File: src/hexd_pkg.sv
// ----------------------------------------------------------------------------
// hexd_pkg
// Shared types and constants for the hex escape byte decoder.
// ----------------------------------------------------------------------------
package hexd_pkg;

  localparam int unsigned MaxOut = 4;

  localparam logic [7:0] BSL_CHAR = 8'h5c;
  localparam logic [7:0] X_CHAR   = 8'h78;

  // pending escape progress
  localparam logic [1:0] PEND_NONE = 2'd0;  // nothing held
  localparam logic [1:0] PEND_BSL  = 2'd1;  // backslash held
  localparam logic [1:0] PEND_X    = 2'd2;  // backslash and x held
  localparam logic [1:0] PEND_HEX  = 2'd3;  // backslash, x and one digit held

  typedef logic [MaxOut-1:0][7:0] byte_vec_t;

  // all results caused by one input word
  typedef struct packed {
    byte_vec_t  bytes;     // result bytes, entry 0 goes out first
    logic [1:0] last_idx;  // index of the final result
    logic       end_flag;  // input word carried the end of text
    logic       none;      // input word produced no byte
  } group_t;

endpackage

File: src/hexd_step.sv
// ----------------------------------------------------------------------------
// hexd_step
// One decode step: pending escape state and one raw byte in, result group
// and next pending state out.
// ----------------------------------------------------------------------------
module hexd_step (
  input  logic [1:0]      pend_count,
  input  logic [7:0]      pend_hex,
  input  logic [7:0]      in_byte,
  input  logic            in_end,
  output logic [1:0]      pend_count_next,
  output logic [7:0]      pend_hex_next,
  output hexd_pkg::group_t grp
);

  function automatic logic is_hex(input logic [7:0] c);
    return (c inside {[8'h30:8'h39], [8'h61:8'h66], [8'h41:8'h46]});
  endfunction

  function automatic logic [3:0] hex_val(input logic [7:0] c);
    logic [7:0] v;
    v = 8'd0;
    if (c inside {[8'h30:8'h39]}) begin
      v = c - 8'h30;
    end else if (c inside {[8'h61:8'h66]}) begin
      v = c - 8'h57;
    end else if (c inside {[8'h41:8'h46]}) begin
      v = c - 8'h37;
    end
    return v[3:0];
  endfunction

  hexd_pkg::byte_vec_t bytes;
  logic [2:0]          cnt;
  logic                b_hex;
  logic                b_bsl;
  logic                b_x;
  logic [2:0]          cnt_m1;

  assign b_hex = is_hex(in_byte);
  assign b_bsl = (in_byte == hexd_pkg::BSL_CHAR);
  assign b_x   = (in_byte == hexd_pkg::X_CHAR);

  always_comb begin
    bytes           = '0;
    cnt             = 3'd0;
    pend_count_next = hexd_pkg::PEND_NONE;
    pend_hex_next   = 8'd0;
    case (pend_count)
      hexd_pkg::PEND_NONE: begin
        if (b_bsl && !in_end) begin
          pend_count_next = hexd_pkg::PEND_BSL;
        end else begin
          bytes[0] = in_byte;
          cnt      = 3'd1;
        end
      end
      hexd_pkg::PEND_BSL: begin
        if (b_x) begin
          if (in_end) begin
            bytes[0] = hexd_pkg::BSL_CHAR;
            bytes[1] = hexd_pkg::X_CHAR;
            cnt      = 3'd2;
          end else begin
            pend_count_next = hexd_pkg::PEND_X;
          end
        end else if (b_bsl) begin
          bytes[0] = hexd_pkg::BSL_CHAR;
          cnt      = 3'd1;
        end else begin
          bytes[0] = hexd_pkg::BSL_CHAR;
          bytes[1] = in_byte;
          cnt      = 3'd2;
        end
      end
      hexd_pkg::PEND_X: begin
        if (!in_end && b_hex) begin
          pend_count_next = hexd_pkg::PEND_HEX;
          pend_hex_next   = in_byte;
        end else begin
          bytes[0] = hexd_pkg::BSL_CHAR;
          bytes[1] = hexd_pkg::X_CHAR;
          cnt      = 3'd2;
          // failing byte looked at again from the empty state
          if (b_bsl && !in_end) begin
            pend_count_next = hexd_pkg::PEND_BSL;
          end else begin
            bytes[2] = in_byte;
            cnt      = 3'd3;
          end
        end
      end
      default: begin
        if (b_hex) begin
          bytes[0] = {hex_val(pend_hex), hex_val(in_byte)};
          cnt      = 3'd1;
        end else begin
          bytes[0] = hexd_pkg::BSL_CHAR;
          bytes[1] = hexd_pkg::X_CHAR;
          bytes[2] = pend_hex;
          cnt      = 3'd3;
          if (b_bsl && !in_end) begin
            pend_count_next = hexd_pkg::PEND_BSL;
          end else begin
            bytes[3] = in_byte;
            cnt      = 3'd4;
          end
        end
      end
    endcase
  end

  assign cnt_m1       = cnt - 3'd1;
  assign grp.bytes    = bytes;
  assign grp.none     = (cnt == 3'd0);
  assign grp.last_idx = (cnt == 3'd0) ? 2'd0 : cnt_m1[1:0];
  assign grp.end_flag = in_end;

endmodule

File: src/hex_escape_byte_decoder.sv
// ----------------------------------------------------------------------------
// hex_escape_byte_decoder
// results: a taken word's result group is written to the queue register; its
//   results leave in order through the single output port and a two-group queue
// throughput: one input word per cycle while the queue is not full (in_stall)
// reset: synchronous rst empties the queue and clears any pending escape
// Decodes backslash-x hex pairs and doubled backslashes in a byte stream.
// ----------------------------------------------------------------------------
module hex_escape_byte_decoder (
  input  logic       clk,
  input  logic       rst,
  // input channel
  input  logic       in_valid,
  output logic       in_stall,
  input  logic [7:0] in_byte,
  input  logic       in_end,
  // output channel
  output logic       out_valid,
  input  logic       out_stall,
  output logic [7:0] out_byte,
  output logic       run_last,
  output logic       text_end,
  output logic       none_out
);

  // pending escape state
  logic [1:0] pend_count;
  logic [7:0] pend_hex;
  logic [1:0] pend_count_next;
  logic [7:0] pend_hex_next;

  hexd_pkg::group_t grp_new;

  // two-entry queue of result groups, one group per input word
  hexd_pkg::group_t q [2];
  logic       wr_ptr;
  logic       rd_ptr;
  logic [1:0] q_count;
  logic [1:0] idx;      // result within the head group

  logic in_take;
  logic out_take;
  logic pop;
  hexd_pkg::group_t head;

  hexd_step u_step (
    .pend_count      (pend_count),
    .pend_hex        (pend_hex),
    .in_byte         (in_byte),
    .in_end          (in_end),
    .pend_count_next (pend_count_next),
    .pend_hex_next   (pend_hex_next),
    .grp             (grp_new)
  );

  // stall only on a full queue, so it never waits on out_stall in the same cycle
  assign in_stall = (q_count == 2'd2);
  assign in_take  = in_valid && !in_stall;

  assign head      = q[rd_ptr];
  assign out_valid = (q_count != 2'd0);
  assign out_byte  = head.bytes[idx];
  assign run_last  = (idx == head.last_idx);
  assign text_end  = run_last && head.end_flag && !head.none;
  assign none_out  = head.none;

  assign out_take = out_valid && !out_stall;
  // the group leaves once its final result has gone
  assign pop      = out_take && run_last;

  // escape state moves with every accepted word
  always_ff @(posedge clk) begin
    if (rst) begin
      pend_count <= hexd_pkg::PEND_NONE;
      pend_hex   <= 8'd0;
    end else if (in_take) begin
      pend_count <= pend_count_next;
      pend_hex   <= pend_hex_next;
    end
  end

  // queue payload, no reset needed
  always_ff @(posedge clk) begin
    if (in_take) begin
      q[wr_ptr] <= grp_new;
    end
  end

  // queue control and result index
  always_ff @(posedge clk) begin
    if (rst) begin
      wr_ptr  <= 1'b0;
      rd_ptr  <= 1'b0;
      q_count <= 2'd0;
      idx     <= 2'd0;
    end else begin
      if (in_take) begin
        wr_ptr <= !wr_ptr;
      end
      if (pop) begin
        rd_ptr <= !rd_ptr;
        idx    <= 2'd0;
      end else if (out_take) begin
        idx <= idx + 2'd1;
      end
      if (in_take && !pop) begin
        q_count <= q_count + 2'd1;
      end else if (pop && !in_take) begin
        q_count <= q_count - 2'd1;
      end
    end
  end

endmodule
File: config.mk
export PLATFORM = sky130hd
export DESIGN_NAME = hex_escape_byte_decoder
export DESIGN_NICKNAME = d
export VERILOG_FILES = /design/src/hexd_pkg.sv /design/src/hexd_step.sv /design/src/hex_escape_byte_decoder.sv
export SDC_FILE = /design/constraint.sdc
export NUM_CORES = 1
export LEC_CHECK = 0
export BUFFER_PORTS_ARGS = -buffer_cell sky130_fd_sc_hd__buf_2
export CELL_PAD_IN_SITES_DETAIL_PLACEMENT = 2
export CELL_PAD_IN_SITES_GLOBAL_PLACEMENT = 2
export CORE_ASPECT_RATIO = 0.7
export CORE_MARGIN = 2
export CORE_UTILIZATION = 43
export CTS_CLUSTER_DIAMETER = 120
export CTS_CLUSTER_SIZE = 16
export DETAILED_ROUTE_END_ITERATION = 7
export GPL_TIMING_DRIVEN = 0
export PLACE_DENSITY_LB_ADDON = 0.15
export SYNTH_ARGS = -nofsm -noshare
export SYNTH_HDL_FRONTEND = slang
export SYNTH_SLANG_ARGS = --single-unit
export TNS_END_PERCENT = 5
File: constraint.sdc
create_clock -name clk -period 3.3 [get_ports clk]
set_clock_uncertainty 0.1 [all_clocks]
set_input_delay 0.495 -clock clk [delete_from_list [all_inputs] [get_ports clk]]
set_output_delay 0.495 -clock clk [all_outputs]
set_load 0.01 [all_outputs]
## Word-level counts from Yosys, hierarchy flattened

Memories as Yosys holds them, arrays and structs flattened. A register that Yosys moved wholly into a read port is not among the register bits.
Cells that the tools add are included.

- Input bits: 13
- Bits in writable memories: 72
- Output and inout port bits: 13
- Logic and storage cells: 110
- Memories kept: 1
- ROM bits: 0
- Register bits: 16
- Bits in latches: 0

- Add/subtract/negate cells: 10
- Divide/modulo/power cells: 0
- Order comparisons: 13
- Bitwise operators: 0
- Reduce and logical (&&, ||, !) cells: 31
- Multiply operators: 0
- Equal/unequal tests: 6
- Muxes and demuxes: 43
- Shift operators: 0

Memories:

| memory | words | width | rd ports | clocked after Yosys merged registers in | wr ports | RTL line | text |
|---|---|---|---|---|---|---|---|
| q | 2 | 36 | 1 | 1 | 1 | hex_escape_byte_decoder.sv:35 | `hexd_pkg::group_t q [2];` |

Operators with widths:

| kind | count |
|---|---|
| $mux W8 | 7 |
| $mux W24 | 2 |
| $pmux W8 S3 | 2 |
| $ge A8 B7 Y1 const B | 4 |
| $le A8 B7 Y1 const B | 4 |
| $mux W4 | 6 |
| $mux W2 | 10 |
| $bmux W8 S2 | 1 |
| $eq A8 B7 Y1 const B | 2 |
| $ge A8 B6 Y1 const B | 2 |
| $le A8 B6 Y1 const B | 2 |
| $mux W16 | 1 |
| $pmux W8 S2 | 1 |
| $sub A4 B3 Y4 const B | 4 |
| $logic_and A1 B1 Y1 | 15 |
| $mux W15 | 1 |
| $mux W3 | 3 |
| $pmux W3 S3 | 1 |
| $logic_not A1 Y1 | 8 |
| $sub A4 B1 Y4 const B | 2 |
| $mux W1 | 7 |
| $pmux W2 S3 | 1 |
| $add A2 B1 Y2 const B | 2 |
| $eq A2 B2 Y1 const B | 2 |
| other kinds (10) | 13 |

## Logic depth before layout (Yosys ltp)

- Word-level depth: 8
- Mapped depth: 8
- Gate-level depth less buffers: 7

## Hierarchy

From an unflattened synthesis, not the netlist that was laid out.

- Cell total of the unflattened synthesis: 333
- Area, all modules: 4322.9 um^2

By module, submodules not included:

| module | area an instance (um^2) | cells each | times used | seq. area each (um^2) |
|---|---|---|---|---|
| hex_escape_byte_decoder | 3399.5 | 192 | 1 | 2502.4 |
| hexd_step | 923.4 | 141 | 1 | 0.0 |

## Worst setup path before layout

Ideal clock, no wire load.

- Path type: reg-to-reg
- Start: register q_count[0]
- End: memory q[0][0] in the netlist's numbering (enable)
- Buffers on the path: 1
- Setup time: 431 ps
- Stages on the path, launching flop included: 5
- Arrival: 2401 ps
- Required time: 2769 ps
- Clock period less this slack: 2932 ps
- Setup slack: 368 ps
- Cells stage by stage: dfxtp_1 nand2b_1 nand2_1 buf_1 nor2_1

- Longest elaborated chain between the ends: 5

RTL lines:

| item | RTL line | text |
|---|---|---|
| start, declared | hex_escape_byte_decoder.sv:38 | `logic [1:0] q_count;` |
| start signal, assigned | hex_escape_byte_decoder.sv:107 | `q_count <= q_count + 2'd1;` |
| start signal, assigned | hex_escape_byte_decoder.sv:109 | `q_count <= q_count - 2'd1;` |
| $eq A2 B2 Y1 | hex_escape_byte_decoder.sv:57 | `assign in_stall = (q_count == 2'd2);` |
| $logic_not A1 Y1 | hex_escape_byte_decoder.sv:58 | `assign in_take = in_valid && !in_stall;` |
| $logic_and A1 B1 Y1 | hex_escape_byte_decoder.sv:58 |  |
| $mux W1 | hex_escape_byte_decoder.sv:84 | `if (in_take) begin` |
| $mux W1 (not written as such) | hex_escape_byte_decoder.sv:85 | `q[wr_ptr] <= grp_new;` |
| end, declared | hex_escape_byte_decoder.sv:35 |  |

Every way passes these cells.

==> run summary <==
### Synth
* **synthesized flop and latch total** 89
* **Net Count, Synth** 359
* **number of distinct library cells after synthesis** 62
* **EDFF count, synth** 72
* **netlist area before placement** 4430 um^2
* **FFs w/ async S/R, synth** 0%
* **cell type with the highest aggregate area in the netlist** sky130_fd_sc_hd__edfxtp_1
* **Synth warnings** 0
* **mean instance size in the synthesized netlist** 13.1 um^2
* **sequential fraction of the synthesis area** 56.5%
* **top area cells in the synthesized netlist** sky130_fd_sc_hd__edfxtp_1 49%, sky130_fd_sc_hd__mux4_2 8.1%, sky130_fd_sc_hd__dfxtp_1 7.7%
* **most instantiated flip-flop cell in the synthesis netlist** sky130_fd_sc_hd__edfxtp_1
* **Cells after Synth** 337
* **portion of synthesized cell area occupied by the leading cell type** 48.9%

### Timing
* **Pins Over Slew Limit** 0
* **worst relative slew slack** 48.0%
* **setup TNS** 0 ps
* **unrepaired setup endpoints after global routing** false
* **fmax** 0.326 GHz
* **Final min period** 3070 ps
* **Final Cycle Share** 93.0%
* **final hold violation count** 0
* **Worst Tran Pin Value** 781 ps
* **endpoints failing setup** 0

### Drt
* **DR WL/cell** 26.0 um
* **Post-Route WL** 13.2 mm
* **Initial DRC Count** 209
* **via count of the routed design** 3157
* **average vias per placed instance** 6.24
* **count of antenna-violating nets left after detailed routing** 0
* **DR DRC count** 0
* **first drt pass iteration count** 5

### Die
* **DIE HEIGHT** 88.9 um
* **Die X-Extent** 125 um
* **Std-Cell Core Area** 9830 um^2
* **effective utilization at floorplan** 45.0%
* **die outline area** 11100 um^2
* **num ports** 26
* **number of standard-cell rows in the floorplan** 30

### Cells and area
* **fill cell instance count of the final layout** 952
* **most frequent cells in the layout** 72 x sky130_fd_sc_hd__edfxtp_1, 26 x sky130_fd_sc_hd__buf_2, 21 x sky130_fd_sc_hd__nor2_1
* **Final Non-Filler Cells** 506
* **layout cells sized above 1** 22.8%
* **layout-stage area growth over the synthesis result** 13.5%
* **nets** 395
* **# diodes** 0
* **leading cell type in the layout, fill and taps excluded** sky130_fd_sc_hd__edfxtp_1

### Clock network
* **post-CTS setup buffers** 0
* **post-CTS clock slew at the launch and capture registers of the worst setup and hold paths** 60 ps
* **hold_buf cts** 0
* **root buffer cell** sky130_fd_sc_hd__clkbuf_16
* **number of instances resized during post-cts repair** 0
* **clock latency on the worst-skew pair** 350 ps
* **number of sinks handled by clock tree synthesis** 89
* **# H-tree levels** 3
* **clock tree from TritonCTS** built
* **maximum clock insertion buffer count** 2
* **clock buffer count from CTS** 9

### Power
* **static power due to leakage** 1.80 nW
* **worst supply voltage drop on vdd** 0.000269 V
* **Power per Cell Area** 715 nW/um^2

### Worst hold path
* **Hold Crit Class** in -> reg
* **worst min-delay path startpoint** in_end

### Critical path
* **Worst EP arrival** 2470 ps
* **type of origin of the critical path** flip-flop
* **CP endpoint kind** primary output
* **Data required, critical path** 2700 ps
* **Critical Setup Path Class** reg -> out
* **maximum fanout along the worst path** 10

### Global routing
* **number of antenna violations at the first check in global routing** 0
* **total track usage** 25.4%
* **number of global-route vias before repair** 3331
* **total gr overflow** 0
* **wire length of the first global-routing pass** 20.6 mm
* **largest net degree at the start of global routing** 27

### Place
* **placed wire-length estimate** 9.53 mm
* **number of cells after detailed placement** 490
* **Routability Congestion** 0.958
* **number of I/O port buffers** 23

### Status
* **status** complete, no violations

### Job
* **number of max-cap violations** 0

## metrics by stage
step | instance area (um^2) | setup WS (ps) | hold WS, ps | power, W | util, %
2_1_floorplan | 4430 | 368 | 367 | 0.00226 | -
3_3_place_gp | 4700 | -837 | 385 | 0.00258 | 47.8
3_5_place_dp | 4760 | 388 | 416 | 0.00268 | 48.4
4_1_cts | 5020 | 189 | 354 | 0.00361 | 51.1
5_1_grt | 5020 | 55.9 | 365 | 0.00377 | 51.1
6_report | 5020 | 231 | 363 | 0.00359 | 51.1
## final cells by class
| type | count | area, um^2 | share of cell area (%) |
|---|---|---|---|
| plain buffers | 21 | 105 | 2.09 |
| clock buffers | 11 | 233 | 4.63 |
| clock inverters | 5 | 32.5 | 0.648 |
| inverters | 14 | 52.6 | 1.05 |
| multi-input cells | 213 | 1780 | 35.5 |
| flip-flops and latches | 89 | 2500 | 49.8 |
| well taps | 128 | 160 | 3.19 |
| repair buffers | 25 | 155 | 3.09 |
## cell usage after synthesis, types with 7 or more instances
| cell | instances |
|---|---|
| sky130_fd_sc_hd__edfxtp_1 | 72 |
| sky130_fd_sc_hd__nor2_1 | 23 |
| sky130_fd_sc_hd__nand2_1 | 20 |
| sky130_fd_sc_hd__dfxtp_1 | 17 |
| sky130_fd_sc_hd__mux4_2 | 16 |
| sky130_fd_sc_hd__a21oi_1 | 13 |
| sky130_fd_sc_hd__clkbuf_1 | 13 |
| sky130_fd_sc_hd__inv_1 | 13 |
| sky130_fd_sc_hd__mux2_2 | 10 |
| sky130_fd_sc_hd__nor3_1 | 10 |
| sky130_fd_sc_hd__and3_1 | 9 |
| sky130_fd_sc_hd__ha_1 | 9 |
| sky130_fd_sc_hd__mux2i_1 | 8 |
| sky130_fd_sc_hd__a31oi_1 | 7 |
## cell families (layout without fill, tap and decap cells)
kind of cell / after synthesis / after routing / share of synthesized area, %
buffers and inverters: 35 / 76 / 3.56
multiplexers: 34 / 34 / 12.5
XOR/XNOR: 6 / 6 / 1.19
adder cells (fa/ha/maj): 9 / 9 / 2.54
AO/OA/AOI/OAI: 67 / 67 / 12.1
AND/OR/NAND/NOR: 97 / 97 / 11.6
flip-flops: 89 / 89 / 56.5
## path summary, 6_finish.rpt
kind	cells past startpoint	slack, ps	end
worst max-delay path	5	230	out_byte[7]
worst min-delay path	1	360	q[0][1]$_DFFE_PP_
worst max register to register	7	590	q_count[1]$_SDFFE_PP0P_
worst min register to register	2	420	flip-flop
## registers in the layout, indices dropped and copies added, names as in the netlist, named ones only
signal,cells
wr_ptr,1
idx,2
pend_hex,8
pend_count,2
q_count,2
q,72
rd_ptr,1
## power by group
group,internal [W],leakage (nW),switching [W]
Clock,0.000508,0.123,0.000427
Combinational,0.000449,0.850,0.000641
Sequential,0.00147,0.829,0.0000991
Total,0.00242,1.80,0.00117
## critical path, stage by stage, from the launching register on
cell and delay [ps]:
sky130_fd_sc_hd__dfxtp_1 330, sky130_fd_sc_hd__buf_2 380, sky130_fd_sc_hd__buf_2 430, sky130_fd_sc_hd__mux4_2 570, sky130_fd_sc_hd__mux2_2 270, sky130_fd_sc_hd__buf_2 140
## layer usage
| metal | track usage [%] | vias to the layer above | wire length (um) |
|---|---|---|---|
| met2 | 41.1 | 129 | 6130 |
| met1 | 35.6 | 1623 | 6060 |
| met5 | 0 | - | 0 |
| li1 | - | 1375 | - |
| met3 | 5.32 | 30 | 743 |
| met4 | 6.36 | 0 | 239 |
Power figures use the tool's default switching activity.
